--- src/rtl/mad_pkg.sv ---
// Shared types, constants and a helper function for the accelerometer moving
// average block with dead zone. No dependencies; every file but mad_ram imports it.
package mad_pkg;

    localparam int AXES        = 3;
    localparam int SAMPLE_W    = 8;
    localparam int SENSOR_W    = 3;
    localparam int ENTRY_W     = AXES * SAMPLE_W;
    localparam int IN_DATA_W   = 2 * AXES * SAMPLE_W;
    localparam int OUT_DATA_W  = AXES * SAMPLE_W;
    localparam int THRESHOLD_W = 8;

    typedef enum logic [5:0] {
        ST_IDLE  = 6'b000001,
        ST_WRITE = 6'b000010,
        ST_READ  = 6'b000100,
        ST_DRAIN = 6'b001000,
        ST_DIV   = 6'b010000,
        ST_DONE  = 6'b100000
    } mad_state_t;

    typedef struct packed {
        logic accept;
        logic write_entry;
        logic read_issue;
        logic div_step;
        logic out_load;
    } mad_cmd_t;

    typedef struct packed {
        logic in_range_in;
        logic in_range;
        logic read_last;
        logic div_last;
    } mad_status_t;

    // The 12-bit reading is {hi, lo[7:4]}; dividing it by 16 towards zero is the
    // signed high byte, plus one when it is negative and the dropped nibble is
    // not zero.
    function automatic logic signed [SAMPLE_W-1:0] axis_value(
        input logic [7:0] hi,
        input logic [7:0] lo
    );
        logic signed [SAMPLE_W-1:0] res;
        res = $signed(hi);
        if (hi[7] && (lo[7:4] != 4'd0)) begin
            res = res + 8'sd1;
        end
        return res;
    endfunction

endpackage

--- src/rtl/mad_ram.sv ---
// Generic single-port-write, single-port-read RAM with a registered read.
// Depends on nothing.
module mad_ram #(
    parameter int WIDTH = 24,
    parameter int DEPTH = 12,
    parameter int ADDR_W = (DEPTH > 1) ? $clog2(DEPTH) : 1
) (
    input  logic              aclk,
    input  logic              wr_en,
    input  logic [ADDR_W-1:0] wr_addr,
    input  logic [WIDTH-1:0]  wr_data,
    input  logic [ADDR_W-1:0] rd_addr,
    output logic [WIDTH-1:0]  rd_data
);

    logic [WIDTH-1:0] mem [DEPTH];
    logic [WIDTH-1:0] rd_data_reg;

    always_ff @(posedge aclk) begin
        if (wr_en) begin
            mem[wr_addr] <= wr_data;
        end
        rd_data_reg <= mem[rd_addr];
    end

    assign rd_data = rd_data_reg;

endmodule

--- src/rtl/mad_ctrl.sv ---
// Controller state machine for the moving average block: sequences write,
// window read, division and result hand-off. Depends on mad_pkg.
module mad_ctrl (
    input  logic                 aclk,
    input  logic                 aresetn,
    input  logic                 s_axis_tvalid,
    output logic                 s_axis_tready,
    output logic                 m_axis_tvalid,
    input  logic                 m_axis_tready,
    input  mad_pkg::mad_status_t status,
    output mad_pkg::mad_cmd_t    cmd
);
    import mad_pkg::*;

    mad_state_t state_reg, state_next;
    logic       m_valid_reg, m_valid_next;
    logic       out_free;

    assign out_free      = !m_valid_reg || m_axis_tready;
    assign s_axis_tready = (state_reg == ST_IDLE);
    assign m_axis_tvalid = m_valid_reg;

    always_comb begin
        state_next      = state_reg;
        cmd             = '0;
        cmd.accept      = s_axis_tvalid && (state_reg == ST_IDLE);
        unique case (state_reg)
            ST_IDLE: begin
                if (s_axis_tvalid) begin
                    // A sensor number beyond the configured count only echoes.
                    state_next = status.in_range_in ? ST_WRITE : ST_DONE;
                end
            end
            ST_WRITE: begin
                cmd.write_entry = 1'b1;
                state_next      = ST_READ;
            end
            ST_READ: begin
                cmd.read_issue = 1'b1;
                if (status.read_last) begin
                    state_next = ST_DRAIN;
                end
            end
            ST_DRAIN: begin
                state_next = ST_DIV;
            end
            ST_DIV: begin
                cmd.div_step = 1'b1;
                if (status.div_last) begin
                    state_next = ST_DONE;
                end
            end
            ST_DONE: begin
                if (out_free) begin
                    cmd.out_load = 1'b1;
                    state_next   = ST_IDLE;
                end
            end
            default: begin
                state_next = ST_IDLE;
            end
        endcase
    end

    always_comb begin
        m_valid_next = m_valid_reg;
        if (cmd.out_load) begin
            m_valid_next = 1'b1;
        end else if (m_axis_tready) begin
            m_valid_next = 1'b0;
        end
    end

    always_ff @(posedge aclk) begin
        if (!aresetn) begin
            state_reg   <= ST_IDLE;
            m_valid_reg <= 1'b0;
        end else begin
            state_reg   <= state_next;
            m_valid_reg <= m_valid_next;
        end
    end

`ifndef ASSERT_OFF
    a_no_overwrite: assert property (@(posedge aclk) disable iff (!aresetn)
        cmd.out_load |-> (!m_valid_reg || m_axis_tready))
        else $error("result word loaded over one still waiting");

    a_write_in_range: assert property (@(posedge aclk) disable iff (!aresetn)
        cmd.write_entry |-> status.in_range)
        else $error("window written for a sensor out of range");

    a_div_to_done: assert property (@(posedge aclk) disable iff (!aresetn)
        (cmd.div_step && status.div_last) |=> (state_reg == ST_DONE))
        else $error("division did not hand over to the result stage");

    a_load_then_valid: assert property (@(posedge aclk) disable iff (!aresetn)
        cmd.out_load |=> m_valid_reg)
        else $error("loaded result not presented");
`endif

endmodule

--- src/rtl/mad_dp.sv ---
// Datapath of the moving average block: input capture, window RAM with ring
// pointers, summation, dead zone and rounded division. Depends on mad_pkg, mad_ram.
module mad_dp #(
    parameter int WINDOW_SIZE = 3,
    parameter int NUM_SENSORS = 4
) (
    input  logic                           aclk,
    input  logic                           aresetn,
    input  logic [mad_pkg::IN_DATA_W-1:0]  s_axis_tdata,
    input  logic [mad_pkg::SENSOR_W-1:0]   s_axis_tuser,
    output logic [mad_pkg::OUT_DATA_W-1:0] m_axis_tdata,
    output logic [mad_pkg::SENSOR_W-1:0]   m_axis_tuser,
    input  logic                           cfg_wr_en,
    input  logic [mad_pkg::THRESHOLD_W-1:0] cfg_wr_data,
    input  mad_pkg::mad_cmd_t              cmd,
    output mad_pkg::mad_status_t           status
);
    import mad_pkg::*;

    localparam int DEPTH   = NUM_SENSORS * WINDOW_SIZE;
    localparam int ADDR_W  = (DEPTH > 1) ? $clog2(DEPTH) : 1;
    localparam int SLOT_W  = (WINDOW_SIZE > 1) ? $clog2(WINDOW_SIZE) : 1;
    localparam int SIDX_W  = (NUM_SENSORS > 1) ? $clog2(NUM_SENSORS) : 1;
    localparam int SUM_W   = $clog2(128 * WINDOW_SIZE) + 1;
    localparam int NUM_W   = $clog2(257 * WINDOW_SIZE + 1);
    localparam int CMP_W   = $clog2(255 * WINDOW_SIZE + 1);
    // Reciprocal of 2*WINDOW_SIZE, exact for every numerator below 2**NUM_W.
    localparam int SHIFT   = NUM_W + 5;
    localparam int RECIP   = (2 ** SHIFT + 2 * WINDOW_SIZE - 1) / (2 * WINDOW_SIZE);
    localparam int PROD_W  = NUM_W + SHIFT;

    logic [THRESHOLD_W-1:0]     thr_reg;
    logic [SENSOR_W-1:0]        sensor_reg;
    logic                       in_range_reg;
    logic [ADDR_W-1:0]          base_reg;
    logic signed [SAMPLE_W-1:0] val_reg [AXES];
    logic [SLOT_W-1:0]          slot_reg [NUM_SENSORS];
    logic                       full_reg [NUM_SENSORS];
    logic [SLOT_W-1:0]          rd_idx_reg;
    logic [SLOT_W-1:0]          pend_idx_reg;
    logic                       pend_reg;
    logic signed [SUM_W-1:0]    sum_reg [AXES];
    logic [1:0]                 ax_reg;
    logic signed [SAMPLE_W-1:0] avg_reg [AXES];
    logic [OUT_DATA_W-1:0]      out_data_reg;
    logic [SENSOR_W-1:0]        out_user_reg;

    logic [SIDX_W-1:0]          sidx;
    logic [ADDR_W-1:0]          wr_addr;
    logic [ADDR_W-1:0]          rd_addr;
    logic [ENTRY_W-1:0]         wr_data;
    logic [ENTRY_W-1:0]         rd_data;
    logic                       entry_valid;

    logic signed [SUM_W-1:0]    sum_sel;
    logic [SUM_W-1:0]           mag;
    logic [NUM_W-1:0]           numer;
    logic [PROD_W-1:0]          prod;
    logic [SAMPLE_W-1:0]        quot;
    logic [CMP_W-1:0]           thr_scaled;
    logic                       dead;
    logic signed [SAMPLE_W-1:0] avg_new;

    assign sidx    = sensor_reg[SIDX_W-1:0];
    assign wr_addr = base_reg + ADDR_W'(slot_reg[sidx]);
    assign rd_addr = base_reg + ADDR_W'(rd_idx_reg);
    assign wr_data = {val_reg[2], val_reg[1], val_reg[0]};

    mad_ram #(
        .WIDTH (ENTRY_W),
        .DEPTH (DEPTH),
        .ADDR_W(ADDR_W)
    ) u_window_ram (
        .aclk   (aclk),
        .wr_en  (cmd.write_entry),
        .wr_addr(wr_addr),
        .wr_data(wr_data),
        .rd_addr(rd_addr),
        .rd_data(rd_data)
    );

    // Slots fill in order from zero, so an entry has been written once the
    // ring has wrapped or its index lies below the write pointer.
    assign entry_valid = full_reg[sidx] || (pend_idx_reg < slot_reg[sidx]);

    assign status.in_range_in = (int'(s_axis_tuser) < NUM_SENSORS);
    assign status.in_range    = in_range_reg;
    assign status.read_last   = (rd_idx_reg == SLOT_W'(WINDOW_SIZE - 1));
    assign status.div_last    = (ax_reg == 2'(AXES - 1));

    // One axis a cycle: dead zone, then (2|sum| + W) / (2W), sign restored.
    always_comb begin
        sum_sel    = sum_reg[ax_reg];
        mag        = sum_sel[SUM_W-1] ? SUM_W'(-sum_sel) : SUM_W'(sum_sel);
        numer      = NUM_W'({mag, 1'b0}) + NUM_W'(WINDOW_SIZE);
        prod       = PROD_W'(numer) * PROD_W'(RECIP);
        quot       = prod[SHIFT +: SAMPLE_W];
        thr_scaled = CMP_W'(thr_reg) * CMP_W'(WINDOW_SIZE);
        dead       = CMP_W'(mag) < thr_scaled;
        if (dead) begin
            avg_new = '0;
        end else if (sum_sel[SUM_W-1]) begin
            avg_new = -$signed(quot);
        end else begin
            avg_new = $signed(quot);
        end
    end

    always_ff @(posedge aclk) begin
        if (!aresetn) begin
            thr_reg  <= '0;
            pend_reg <= 1'b0;
            for (int s = 0; s < NUM_SENSORS; s++) begin
                slot_reg[s] <= '0;
                full_reg[s] <= 1'b0;
            end
        end else begin
            if (cfg_wr_en) begin
                thr_reg <= cfg_wr_data;
            end
            pend_reg <= cmd.read_issue;
            if (cmd.write_entry) begin
                if (slot_reg[sidx] == SLOT_W'(WINDOW_SIZE - 1)) begin
                    slot_reg[sidx] <= '0;
                    full_reg[sidx] <= 1'b1;
                end else begin
                    slot_reg[sidx] <= slot_reg[sidx] + 1'b1;
                end
            end
        end
    end

    always_ff @(posedge aclk) begin
        pend_idx_reg <= rd_idx_reg;
        if (cmd.accept) begin
            sensor_reg   <= s_axis_tuser;
            in_range_reg <= status.in_range_in;
            base_reg     <= ADDR_W'(int'(s_axis_tuser) * WINDOW_SIZE);
            rd_idx_reg   <= '0;
            ax_reg       <= '0;
            for (int a = 0; a < AXES; a++) begin
                val_reg[a] <= axis_value(s_axis_tdata[16*a +: 8], s_axis_tdata[16*a+8 +: 8]);
                sum_reg[a] <= '0;
                avg_reg[a] <= '0;
            end
        end else begin
            if (cmd.read_issue) begin
                rd_idx_reg <= rd_idx_reg + 1'b1;
            end
            if (pend_reg && entry_valid) begin
                for (int a = 0; a < AXES; a++) begin
                    sum_reg[a] <= sum_reg[a]
                        + SUM_W'($signed(rd_data[SAMPLE_W*a +: SAMPLE_W]));
                end
            end
            if (cmd.div_step) begin
                avg_reg[ax_reg] <= avg_new;
                ax_reg          <= ax_reg + 1'b1;
            end
        end
        if (cmd.out_load) begin
            out_data_reg <= {avg_reg[2], avg_reg[1], avg_reg[0]};
            out_user_reg <= sensor_reg;
        end
    end

    assign m_axis_tdata = out_data_reg;
    assign m_axis_tuser = out_user_reg;

endmodule

--- src/rtl/accel_moving_average_deadzone.sv ---
// Steps (W = WINDOW_SIZE): one RAM write, W registered window reads, a drain state,
// three divider steps, then the result stage until the output is free. Out of range
// sensors go straight to it; a new word is taken only when the last is through.
// The next word is accepted while a finished result still waits on the output.
// Reset (aresetn, synchronous, active low) empties the windows, clears the ring
// pointers and the threshold at once; no clearing pass is needed. Uses mad_pkg.
module accel_moving_average_deadzone #(
    parameter int WINDOW_SIZE = 3,
    parameter int NUM_SENSORS = 4
) (
    input  logic                            aclk,
    input  logic                            aresetn,
    input  logic                            s_axis_tvalid,
    output logic                            s_axis_tready,
    // x_hi, x_lo, y_hi, y_lo, z_hi, z_lo, from bit 0 up
    input  logic [mad_pkg::IN_DATA_W-1:0]   s_axis_tdata,
    // sensor_index
    input  logic [mad_pkg::SENSOR_W-1:0]    s_axis_tuser,
    output logic                            m_axis_tvalid,
    input  logic                            m_axis_tready,
    // x_avg, y_avg, z_avg, from bit 0 up
    output logic [mad_pkg::OUT_DATA_W-1:0]  m_axis_tdata,
    // sensor_out
    output logic [mad_pkg::SENSOR_W-1:0]    m_axis_tuser,
    input  logic                            cfg_wr_en,
    // zero_threshold
    input  logic [mad_pkg::THRESHOLD_W-1:0] cfg_wr_data
);
    import mad_pkg::*;

    mad_cmd_t    cmd;
    mad_status_t status;

    mad_ctrl u_ctrl (
        .aclk         (aclk),
        .aresetn      (aresetn),
        .s_axis_tvalid(s_axis_tvalid),
        .s_axis_tready(s_axis_tready),
        .m_axis_tvalid(m_axis_tvalid),
        .m_axis_tready(m_axis_tready),
        .status       (status),
        .cmd          (cmd)
    );

    mad_dp #(
        .WINDOW_SIZE(WINDOW_SIZE),
        .NUM_SENSORS(NUM_SENSORS)
    ) u_dp (
        .aclk        (aclk),
        .aresetn     (aresetn),
        .s_axis_tdata(s_axis_tdata),
        .s_axis_tuser(s_axis_tuser),
        .m_axis_tdata(m_axis_tdata),
        .m_axis_tuser(m_axis_tuser),
        .cfg_wr_en   (cfg_wr_en),
        .cfg_wr_data (cfg_wr_data),
        .cmd         (cmd),
        .status      (status)
    );

endmodule
--- config.mk ---
export PLATFORM = sky130hd
export DESIGN_NAME = accel_moving_average_deadzone
export DESIGN_NICKNAME = d
export VERILOG_FILES = /design/src/rtl/mad_pkg.sv /design/src/rtl/mad_ram.sv /design/src/rtl/mad_ctrl.sv /design/src/rtl/mad_dp.sv /design/src/rtl/accel_moving_average_deadzone.sv
export SDC_FILE = /design/constraint.sdc
export NUM_CORES = 1
export LEC_CHECK = 0
export BUFFER_PORTS_ARGS = -buffer_cell sky130_fd_sc_hd__buf_4
export CORE_AREA = 2 2 201 281
export DETAILED_ROUTE_END_ITERATION = 8
export DIE_AREA = 0 0 203 283
export GPL_TIMING_DRIVEN = 0
export PLACE_DENSITY_LB_ADDON = 0.08
export RECOVER_POWER = 50
export SYNTH_ARGS = -nofsm -noshare
export SYNTH_HDL_FRONTEND = slang
export SYNTH_SLANG_ARGS = --single-unit
--- constraint.sdc ---
create_clock -name aclk -period 8.2 [get_ports aclk]
set_clock_uncertainty 0.1 [all_clocks]
set_input_delay 2.05 -clock aclk [delete_from_list [all_inputs] [get_ports aclk]]
set_output_delay 2.05 -clock aclk [all_outputs]
set_load 0.005 [all_outputs]
==> impl_metrics.xml, run 1 <==
<?xml version="1.0" encoding="UTF-8"?>
<metrics>
  <group name="critical_path">
    <metric name="crit_start_category" unit="">flip-flop</metric>
    <metric name="cp_top_family" unit="">adder cells</metric>
    <metric name="criticalPathCategory" unit="">flip-flop to flip-flop</metric>
    <metric name="crit_top_cell" unit="">sky130_fd_sc_hd__ha_1</metric>
    <metric name="worst_path_largest_cell_delay" unit="ns">0.61</metric>
    <metric name="cpMaxStageDelayCell" unit="">sky130_fd_sc_hd__fa_1</metric>
    <metric name="cp-end-kind" unit="">flip-flop</metric>
    <metric name="path_buf_inv" unit="">3</metric>
    <metric name="crit_fanout" unit="">10</metric>
    <metric name="required" unit="ns">8.41</metric>
    <metric name="cp_data_arrival_time" unit="ns">7.86</metric>
  </group>
  <group name="synthesis">
    <metric name="synth_cell_type_count" unit="">72</metric>
    <metric name="synthesis.area_per_instance" unit="µm²">14.9</metric>
    <metric name="synth_edf_count" unit="">408</metric>
    <metric name="synth.ff_latch_count" unit="">461</metric>
    <metric name="synth_flop_cell" unit="">sky130_fd_sc_hd__edfxtp_1</metric>
    <metric name="post_synthesis_net_count" unit="">1681</metric>
    <metric name="synth_seq_area_share" unit="%">61.2</metric>
    <metric name="syn_inst_count" unit="">1461</metric>
    <metric name="ys_top_cells_by_area" unit="">sky130_fd_sc_hd__edfxtp_1 (56%), sky130_fd_sc_hd__mux4_2 (7.8%), sky130_fd_sc_hd__ha_1 (7.2%)</metric>
    <metric name="syn_area" unit="µm²">21700</metric>
    <metric name="yosys.area.top_type_share" unit="%">56.4</metric>
    <metric name="synth_async_sr_flop_share" unit="%">0</metric>
    <metric name="post-synth-top-area-cell" unit="">sky130_fd_sc_hd__edfxtp_1</metric>
    <metric name="yosysWarnings" unit="">0</metric>
  </group>
  <group name="global_routing">
    <metric name="grt_pass1_wl" unit="µm">74200</metric>
    <metric name="antenna_found_initial" unit="">0</metric>
    <metric name="grt_start_max_net_pins" unit="">31</metric>
    <metric name="total_gr_overflow" unit="">0</metric>
    <metric name="grt_pass1_vias" unit="">12900</metric>
    <metric name="grt.total_usage" unit="%">17.0</metric>
  </group>
  <group name="floorplan">
    <metric name="die_height" unit="µm">283</metric>
    <metric name="dieArea" unit="µm²">57400</metric>
    <metric name="coreArea" unit="µm²">55000</metric>
    <metric name="die_width" unit="µm">203</metric>
    <metric name="design.portCount" unit="">93</metric>
    <metric name="initial_utilization" unit="%">39.5</metric>
    <metric name="rows" unit="">102</metric>
  </group>
  <group name="sta">
    <metric name="final.hold.worst_slack" unit="ns">0.284</metric>
    <metric name="rsz0062_at_grt" unit="">false</metric>
    <metric name="report.final.slew_viol_count" unit="">0</metric>
    <metric name="final-hold-violation-count" unit="">0</metric>
    <metric name="tightest_slew" unit="ns">1.13</metric>
    <metric name="final.period_utilization" unit="%">93.2</metric>
    <metric name="clock.fmax" unit="GHz">0.131</metric>
    <metric name="timing.final.crit_period" unit="ns">7.64</metric>
    <metric name="worst_slack" unit="ns">0.559</metric>
    <metric name="setup-tns-final" unit="ns">0</metric>
    <metric name="report.final.setup_viol" unit="">0</metric>
    <metric name="max_slew_margin" unit="%">24.6</metric>
  </group>
  <group name="cells_and_area">
    <metric name="n_antenna_cell" unit="">0</metric>
    <metric name="mostFrequentLayoutCells" unit="">sky130_fd_sc_hd__edfxtp_1 (408), sky130_fd_sc_hd__ha_1 (125), sky130_fd_sc_hd__nor2_1 (121)</metric>
    <metric name="ff_latch_area" unit="µm²">13300</metric>
    <metric name="area_growth_syn_to_layout" unit="%">14.9</metric>
    <metric name="post-route-cell-area" unit="µm²">25000</metric>
    <metric name="layout_commonest_cell" unit="">sky130_fd_sc_hd__edfxtp_1</metric>
    <metric name="largest_register_ffs" unit="">288</metric>
    <metric name="final_cells" unit="">2371</metric>
    <metric name="num-fill-cells" unit="">4898</metric>
    <metric name="num-nets-final" unit="">1829</metric>
    <metric name="drive_above_1_share" unit="%">17.2</metric>
    <metric name="multi_input_comb_area" unit="µm²">7950</metric>
    <metric name="finalCoreUtilization" unit="%">45.4</metric>
  </group>
  <group name="route">
    <metric name="drt_wl_total" unit="µm">47500</metric>
    <metric name="detailedRoute.firstIterationViolations" unit="">512</metric>
    <metric name="wl_per_cell" unit="µm">20.0</metric>
    <metric name="detail_route.drc_violations" unit="">0</metric>
    <metric name="via_per_inst" unit="">5.08</metric>
    <metric name="detail-route-antenna-nets" unit="">0</metric>
    <metric name="num_vias" unit="">12000</metric>
    <metric name="drt_pass1_iterations" unit="">4</metric>
  </group>
  <group name="clock_tree">
    <metric name="htreeDepth" unit="">2</metric>
    <metric name="worst_skew_pair.late_latency" unit="ns">0.57</metric>
    <metric name="clkSlewWorstSetupHoldPaths" unit="ns">0.06</metric>
    <metric name="holdBufCountCts" unit="">0</metric>
    <metric name="cts_made_buffers" unit="">46</metric>
    <metric name="clk_root_buffer_cell" unit="">sky130_fd_sc_hd__clkbuf_16</metric>
    <metric name="max-clock-path-buffers" unit="">3</metric>
    <metric name="cts_tree" unit="">yes</metric>
    <metric name="clock_sinks" unit="">461</metric>
  </group>
  <group name="placed_design">
    <metric name="finalWeightedCongestion" unit="">0.800</metric>
    <metric name="placed_area" unit="µm²">23600</metric>
    <metric name="dpl.cell_count" unit="">2289</metric>
    <metric name="port_buffers" unit="">79</metric>
    <metric name="placement.setup.worst_slack" unit="ns">0.0981</metric>
    <metric name="dp.final_hpwl" unit="µm">35500</metric>
  </group>
  <group name="run_status">
    <metric name="outcome" unit="">completed</metric>
  </group>
  <group name="hold_path">
    <metric name="hold_path_class" unit="">flip-flop to flip-flop</metric>
  </group>
  <group name="power">
    <metric name="power.ir.vdd_worst" unit="mV">0.544</metric>
    <metric name="leakage" unit="nW">9.14</metric>
    <metric name="total_power" unit="mW">9.96</metric>
    <metric name="cellPowerDensity" unit="nW/µm²">399</metric>
  </group>
  <group name="job">
    <metric name="maxCapViolations" unit="">0</metric>
  </group>
</metrics>
logic make-up (layout without fill, tap and decap cells):
| group | after synthesis | after routing | share of synthesized area [%] |
|---|---|---|---|
| compound gates | 174 | 174 | 5.17 |
| buf+inv | 154 | 336 | 2.74 |
| mux | 128 | 128 | 10.5 |
| xor+xnor | 76 | 76 | 3.25 |
| flops | 461 | 461 | 61.2 |
| simple gates | 312 | 312 | 7.04 |
| fa+ha+maj | 156 | 156 | 10.0 |
final timing paths:
kind,start,end,depth (start not counted),slack [ns]
min,u_dp.rd_idx_reg[0],u_dp.pend_idx_reg[0],0,0.28
max reg2reg,flip-flop,u_dp.avg_reg[2][7],25,0.56
min reg2reg,u_dp.rd_idx_reg[0],u_dp.pend_idx_reg[0],0,0.28
max,flip-flop,u_dp.avg_reg[2][7],25,0.56
per-layer routing:
layer  vias to the layer above  GRT usage, %  wire length (µm)
met5                         -             0                 0
met4                         0          5.26              1190
met3                        75          2.29              1220
met2                       170          33.2             26800
met1                      6027          18.8             18300
li1                       5775             -                 -
power breakdown:
part / leakage (nW) / switching [mW] / internal (mW) / total [mW]
registers: 4.18 / 0.0893 / 2.68 / 2.77
clock network: 0.659 / 0.877 / 1.05 / 1.92
logic: 4.30 / 3.18 / 2.09 / 5.27
what timing repair did:
item                       CTS  global route
setup buffers                0             0
gates resized for setup      0             7
setup endpoints to repair    0            21
synth_stat cells, types with 13 or more instances:
cell type                  count
sky130_fd_sc_hd__fa_1         31
sky130_fd_sc_hd__a21o_1       16
sky130_fd_sc_hd__mux4_2       75
sky130_fd_sc_hd__edfxtp_1    408
sky130_fd_sc_hd__nand3_1      13
sky130_fd_sc_hd__xnor2_1      42
sky130_fd_sc_hd__mux2i_1      41
sky130_fd_sc_hd__ha_1        125
sky130_fd_sc_hd__inv_1       114
sky130_fd_sc_hd__xor2_1       30
sky130_fd_sc_hd__a21oi_1      61
sky130_fd_sc_hd__nor2_1      130
sky130_fd_sc_hd__o21ai_0      37
sky130_fd_sc_hd__nor3_1       26
sky130_fd_sc_hd__nand2_1      55
sky130_fd_sc_hd__dfxtp_1      53
sky130_fd_sc_hd__clkbuf_1     23
layout make-up:
| type | instances | area share [%] |
|---|---|---|
| Sequential cell | 461 | 53.3 |
| Multi-Input combinational cell | 846 | 31.8 |
| Clock buffer | 52 | 4.78 |
| Tap cell | 728 | 3.65 |
| Timing Repair Buffer | 100 | 3.48 |
| Inverter | 115 | 1.73 |
| Buffer | 39 | 0.646 |
| Clock inverter | 30 | 0.611 |
Power figures use the tool's default switching activity.
==> run 2: changes to the inputs <==
==> constraint.sdc (replaced) <==
create_clock -name aclk -period 6.5 [get_ports aclk]
set_clock_uncertainty 0.1 [all_clocks]
set_input_delay 1.625 -clock aclk [delete_from_list [all_inputs] [get_ports aclk]]
set_output_delay 1.625 -clock aclk [all_outputs]
set_load 0.005 [all_outputs]
==> impl_metrics.xml, run 2 (synthesis gave the netlist of run 1 again) <==
<?xml version="1.0" encoding="UTF-8"?>
<metrics>
  <group name="sta">
    <metric name="final.period_utilization" unit="%">104</metric>
    <metric name="setup-tns-final" unit="ns">-3.76</metric>
    <metric name="final-hold-violation-count" unit="">0</metric>
    <metric name="max_slew_margin" unit="%">-67.0</metric>
    <metric name="tightest_slew" unit="ns">2.50</metric>
    <metric name="worst_slack" unit="ns">-0.248</metric>
    <metric name="rsz0062_at_grt" unit="">true</metric>
    <metric name="timing.final.crit_period" unit="ns">6.75</metric>
    <metric name="report.final.setup_viol" unit="">21</metric>
    <metric name="report.final.slew_viol_count" unit="">39</metric>
    <metric name="clock.fmax" unit="GHz">0.148</metric>
  </group>
  <group name="route">
    <metric name="detailedRoute.firstIterationViolations" unit="">424</metric>
    <metric name="detail_route.drc_violations" unit="">0</metric>
    <metric name="drt_wl_total" unit="µm">48800</metric>
    <metric name="drt_pass1_iterations" unit="">6</metric>
    <metric name="detail-route-antenna-nets" unit="">0</metric>
    <metric name="wl_per_cell" unit="µm">20.2</metric>
    <metric name="num_vias" unit="">12200</metric>
    <metric name="via_per_inst" unit="">5.03</metric>
  </group>
  <group name="hold_path">
    <metric name="hold_path_class" unit="">flip-flop to flip-flop</metric>
    <metric name="min-delay-start" unit="">u_dp.rd_idx_reg[0]</metric>
  </group>
  <group name="placed_design">
    <metric name="dp.final_hpwl" unit="µm">35500</metric>
    <metric name="placement.setup.worst_slack" unit="ns">-1.41</metric>
    <metric name="finalWeightedCongestion" unit="">0.760</metric>
    <metric name="port_buffers" unit="">79</metric>
  </group>
  <group name="cells_and_area">
    <metric name="n_antenna_cell" unit="">0</metric>
    <metric name="largest_register_ffs" unit="">288</metric>
    <metric name="num-nets-final" unit="">1872</metric>
    <metric name="area_growth_syn_to_layout" unit="%">20.6</metric>
    <metric name="layout_commonest_cell" unit="">sky130_fd_sc_hd__edfxtp_1</metric>
    <metric name="drive_above_1_share" unit="%">24.9</metric>
    <metric name="mostFrequentLayoutCells" unit="">sky130_fd_sc_hd__edfxtp_1 (408), sky130_fd_sc_hd__nor2_1 (115), sky130_fd_sc_hd__inv_1 (108)</metric>
  </group>
  <group name="job">
    <metric name="maxCapViolations" unit="">2</metric>
  </group>
  <group name="global_routing">
    <metric name="total_gr_overflow" unit="">0</metric>
    <metric name="antenna_found_initial" unit="">0</metric>
    <metric name="grt_pass1_wl" unit="µm">76600</metric>
    <metric name="grt_pass1_vias" unit="">13300</metric>
    <metric name="grt.total_usage" unit="%">17.5</metric>
    <metric name="grt_start_max_net_pins" unit="">31</metric>
  </group>
  <group name="critical_path">
    <metric name="crit_fanout" unit="">8</metric>
    <metric name="cp_data_arrival_time" unit="ns">6.97</metric>
    <metric name="criticalPathCategory" unit="">flip-flop to flip-flop</metric>
    <metric name="r2r-end" unit="">u_dp.avg_reg[0][7]</metric>
    <metric name="path_buf_inv" unit="">5</metric>
    <metric name="end_point_of_the_critical_path" unit="">u_dp.avg_reg[0][7]</metric>
    <metric name="worstSetupPathDepth" unit="">29</metric>
    <metric name="worst_r2r_path_depth" unit="">29</metric>
    <metric name="timing.reg2reg.setup_slack" unit="ns">-0.25</metric>
    <metric name="required" unit="ns">6.72</metric>
    <metric name="crit_start_category" unit="">flip-flop</metric>
    <metric name="cpMaxStageDelayCell" unit="">sky130_fd_sc_hd__fa_1</metric>
    <metric name="cp_top_family" unit="">adder cells</metric>
    <metric name="cp-end-kind" unit="">flip-flop</metric>
    <metric name="worst_path_largest_cell_delay" unit="ns">0.48</metric>
  </group>
  <group name="clock_tree">
    <metric name="cts_tree" unit="">yes</metric>
    <metric name="max-clock-path-buffers" unit="">3</metric>
    <metric name="worst_skew_pair.late_latency" unit="ns">0.59</metric>
    <metric name="clkSlewWorstSetupHoldPaths" unit="ns">0.06</metric>
    <metric name="clk_root_buffer_cell" unit="">sky130_fd_sc_hd__clkbuf_16</metric>
    <metric name="htreeDepth" unit="">2</metric>
    <metric name="cts_made_buffers" unit="">46</metric>
    <metric name="clock_sinks" unit="">461</metric>
    <metric name="holdBufCountCts" unit="">0</metric>
  </group>
  <group name="floorplan">
    <metric name="initial_utilization" unit="%">39.5</metric>
    <metric name="rows" unit="">102</metric>
    <metric name="die_width" unit="µm">203</metric>
    <metric name="coreArea" unit="µm²">55000</metric>
    <metric name="dieArea" unit="µm²">57400</metric>
    <metric name="design.portCount" unit="">93</metric>
    <metric name="die_height" unit="µm">283</metric>
  </group>
  <group name="run_status">
    <metric name="outcome" unit="">finished with violations</metric>
    <metric name="failed_checks" unit="">max-capacitance violations, max-slew violations, negative setup slack</metric>
  </group>
</metrics>
-- run 2: worst min path at each step --
stage	slack, ns	to	cells past startpoint
floorplan	0.26	u_dp.pend_idx_reg[0]	0
global placement	0.27	u_dp.pend_idx_reg[0]	0
detailed placement	0.28	u_dp.pend_idx_reg[0]	0
CTS	0.29	u_dp.pend_idx_reg[0]	0
global route	0.30	u_dp.pend_idx_reg[0]	0
finish	0.29	u_dp.pend_idx_reg[0]	0
-- run 2: stage by stage --
step / cells / area (µm²) / hold slack (ns) / util [%]
after global routing: 2416 / 26200 / 0.303 / 47.7
after floorplan: 1461 / 21800 / 0.255 / -
after global placement: 2268 / 23300 / 0.272 / 42.4
after detailed placement: 2287 / 23700 / 0.277 / 43.0
final: 2416 / 26200 / 0.288 / 47.7
after CTS: 2411 / 26100 / 0.285 / 47.5
-- run 2: what timing repair did --
item,in CTS,in global routing
gates cloned,0,0
buffers inserted,44,6
setup endpoints to repair,24,24
pin swaps,56,19
gates resized for setup,115,19
-- run 2: area by class of cell --
class | instances | area (µm²)
well taps | 728 | 911
fillers | 4760 | 28800
flip-flops and latches | 461 | 13300
repair buffers | 145 | 1210
multi-input cells | 846 | 8720
clock inverters | 24 | 234
inverters | 115 | 432
clock buffers | 60 | 1230
plain buffers | 37 | 171
-- run 2: layer usage --
layer	wire length (µm)	GRT usage [%]
met2	27900	34.5
met3	1160	2.07
met5	0	0
met4	1430	5.71
met1	18300	19.2
Power of run 2 is left out: the tool's default activity adds up to more than one toggle a clock period on the data nets, which glitch-free logic cannot reach.
==> run 3: changes to the inputs <==
==> constraint.sdc (replaced) <==
create_clock -name aclk -period 6.5 [get_ports aclk]
set_clock_uncertainty 0.1 [all_clocks]
set_input_delay 1.3 -clock aclk [delete_from_list [all_inputs] [get_ports aclk]]
set_output_delay 1.3 -clock aclk [all_outputs]
set_load 0.005 [all_outputs]
==> impl_metrics.xml, run 3 (synthesis gave the netlist of run 1 again) <==
<?xml version="1.0" encoding="UTF-8"?>
<metrics>
  <group name="placed_design">
    <metric name="dpl.cell_count" unit="">2287</metric>
    <metric name="port_buffers" unit="">79</metric>
    <metric name="dp.final_hpwl" unit="µm">35500</metric>
    <metric name="finalWeightedCongestion" unit="">0.760</metric>
    <metric name="placed_area" unit="µm²">23700</metric>
  </group>
  <group name="route">
    <metric name="wl_per_cell" unit="µm">20.2</metric>
    <metric name="detail_route.drc_violations" unit="">0</metric>
    <metric name="top_signal_layer_used" unit="">met4</metric>
    <metric name="wl_met1" unit="µm">18300</metric>
    <metric name="num_vias" unit="">12200</metric>
    <metric name="drt_wl_total" unit="µm">48800</metric>
    <metric name="detail-route-antenna-nets" unit="">0</metric>
    <metric name="detailedRoute.firstIterationViolations" unit="">424</metric>
    <metric name="via_per_inst" unit="">5.04</metric>
    <metric name="drt_pass1_iterations" unit="">6</metric>
    <metric name="met2_wirelength" unit="µm">27900</metric>
    <metric name="routed-wl-met3" unit="µm">1160</metric>
  </group>
  <group name="floorplan">
    <metric name="initial_utilization" unit="%">39.5</metric>
    <metric name="design.portCount" unit="">93</metric>
    <metric name="die_width" unit="µm">203</metric>
    <metric name="coreArea" unit="µm²">55000</metric>
    <metric name="rows" unit="">102</metric>
    <metric name="die_height" unit="µm">283</metric>
    <metric name="dieArea" unit="µm²">57400</metric>
  </group>
  <group name="sta">
    <metric name="rsz0062_at_grt" unit="">true</metric>
    <metric name="timing.final.crit_period" unit="ns">6.75</metric>
    <metric name="max_slew_margin" unit="%">-67.0</metric>
    <metric name="report.final.slew_viol_count" unit="">39</metric>
    <metric name="worst_slack" unit="ns">-0.248</metric>
    <metric name="final-hold-violation-count" unit="">0</metric>
    <metric name="final.hold.worst_slack" unit="ns">0.288</metric>
    <metric name="report.final.setup_viol" unit="">21</metric>
    <metric name="tightest_slew" unit="ns">2.50</metric>
    <metric name="clock.fmax" unit="GHz">0.148</metric>
    <metric name="final.period_utilization" unit="%">104</metric>
  </group>
  <group name="global_routing">
    <metric name="grt_pass1_vias" unit="">13300</metric>
    <metric name="grt.total_usage" unit="%">17.5</metric>
    <metric name="total_gr_overflow" unit="">0</metric>
    <metric name="antenna_found_initial" unit="">0</metric>
    <metric name="grt_start_max_net_pins" unit="">31</metric>
    <metric name="grt_pass1_wl" unit="µm">76600</metric>
  </group>
  <group name="critical_path">
    <metric name="crit_start_category" unit="">flip-flop</metric>
    <metric name="worst_r2r_path_depth" unit="">29</metric>
    <metric name="end_point_of_the_critical_path" unit="">u_dp.avg_reg[0][7]</metric>
    <metric name="worst_path_largest_cell_delay" unit="ns">0.48</metric>
    <metric name="cp_data_arrival_time" unit="ns">6.97</metric>
    <metric name="crit_fanout" unit="">8</metric>
    <metric name="cp-end-kind" unit="">flip-flop</metric>
    <metric name="cpMaxStageDelayCell" unit="">sky130_fd_sc_hd__fa_1</metric>
    <metric name="required" unit="ns">6.72</metric>
    <metric name="r2r-end" unit="">u_dp.avg_reg[0][7]</metric>
    <metric name="criticalPathCategory" unit="">flip-flop to flip-flop</metric>
    <metric name="timing.reg2reg.setup_slack" unit="ns">-0.25</metric>
  </group>
  <group name="cells_and_area">
    <metric name="drive_above_1_share" unit="%">24.9</metric>
    <metric name="area_growth_syn_to_layout" unit="%">20.6</metric>
    <metric name="n_antenna_cell" unit="">0</metric>
    <metric name="final_cells" unit="">2416</metric>
    <metric name="largest_register_ffs" unit="">288</metric>
    <metric name="post-route-cell-area" unit="µm²">26200</metric>
    <metric name="num-nets-final" unit="">1872</metric>
    <metric name="layout_commonest_cell" unit="">sky130_fd_sc_hd__edfxtp_1</metric>
    <metric name="finalCoreUtilization" unit="%">47.7</metric>
    <metric name="mostFrequentLayoutCells" unit="">sky130_fd_sc_hd__edfxtp_1 (408), sky130_fd_sc_hd__nor2_1 (115), sky130_fd_sc_hd__inv_1 (108)</metric>
  </group>
  <group name="hold_path">
    <metric name="hold_path_depth" unit="">0</metric>
    <metric name="hold_path_class" unit="">flip-flop to flip-flop</metric>
  </group>
  <group name="clock_tree">
    <metric name="max-clock-path-buffers" unit="">3</metric>
    <metric name="cts_made_buffers" unit="">46</metric>
    <metric name="clk_root_buffer_cell" unit="">sky130_fd_sc_hd__clkbuf_16</metric>
    <metric name="clock_sinks" unit="">461</metric>
    <metric name="cts_tree" unit="">yes</metric>
    <metric name="worst_skew_pair.late_latency" unit="ns">0.59</metric>
    <metric name="htreeDepth" unit="">2</metric>
    <metric name="clkSlewWorstSetupHoldPaths" unit="ns">0.06</metric>
  </group>
  <group name="job">
    <metric name="maxCapViolations" unit="">2</metric>
  </group>
  <group name="run_status">
    <metric name="failed_checks" unit="">max-capacitance violations, max-slew violations, negative setup slack</metric>
    <metric name="outcome" unit="">finished with violations</metric>
  </group>
</metrics>
## run 3: cell types whose count changed in the layout (fill, tap and decap cells not counted), sizes merged
cell and change:
clkbuf +4, buf -4
## run 3: per-stage QoR
stage / TNS, ns / setup slack, ns
2_1_floorplan: 0 / 0.0150
3_3_place_gp: -115.75 / -1.57
3_5_place_dp: -29.32 / -1.41
4_1_cts: -3.00 / -0.267
5_1_grt: -10.32 / -0.553
6_report: -3.76 / -0.248
## run 3: repair_timing
action | in CTS | in global routing
setup buffers | 44 | 6
pin swaps | 56 | 19
setup endpoints to repair | 24 | 24
hold buffers | 0 | 0
gates resized for setup | 115 | 19
## run 3: worst min path at each step
stage / startpoint / to
detailed placement: u_dp.rd_idx_reg[0] / u_dp.pend_idx_reg[0]
finish: u_dp.rd_idx_reg[0] / u_dp.pend_idx_reg[0]
global placement: u_dp.rd_idx_reg[0] / u_dp.pend_idx_reg[0]
CTS: u_dp.rd_idx_reg[0] / u_dp.pend_idx_reg[0]
floorplan: u_dp.rd_idx_reg[0] / u_dp.pend_idx_reg[0]
global route: u_dp.rd_idx_reg[0] / u_dp.pend_idx_reg[0]
## run 3: layout make-up
type / instances / area, µm²
fill: 4760 / 28800
timing repair buffer: 145 / 1210
inverter: 115 / 432
buffer: 37 / 171
multi-input combinational: 846 / 8720
clock buffer: 60 / 1230
clock inverter: 24 / 234
tap: 728 / 911
sequential: 461 / 13300
## run 3: worst max-delay path, delay by kind of cell (launching register included)
kind	cells	cell delay, ns
fa+ha+maj	6	1.90
compound gates	6	1.24
simple gates	6	1.02
xor+xnor	4	0.74
mux	2	0.57
buf+inv	5	0.56
flops	1	0.34
## run 3: routing by layer
| layer | up-vias | global-route usage (%) |
|---|---|---|
| li1 | 5856 | - |
| met1 | 6074 | 19.2 |
| met2 | 162 | 34.5 |
| met3 | 79 | 2.07 |
| met4 | 0 | 5.71 |
| met5 | - | 0 |
Power of run 3 is left out for the same reason.
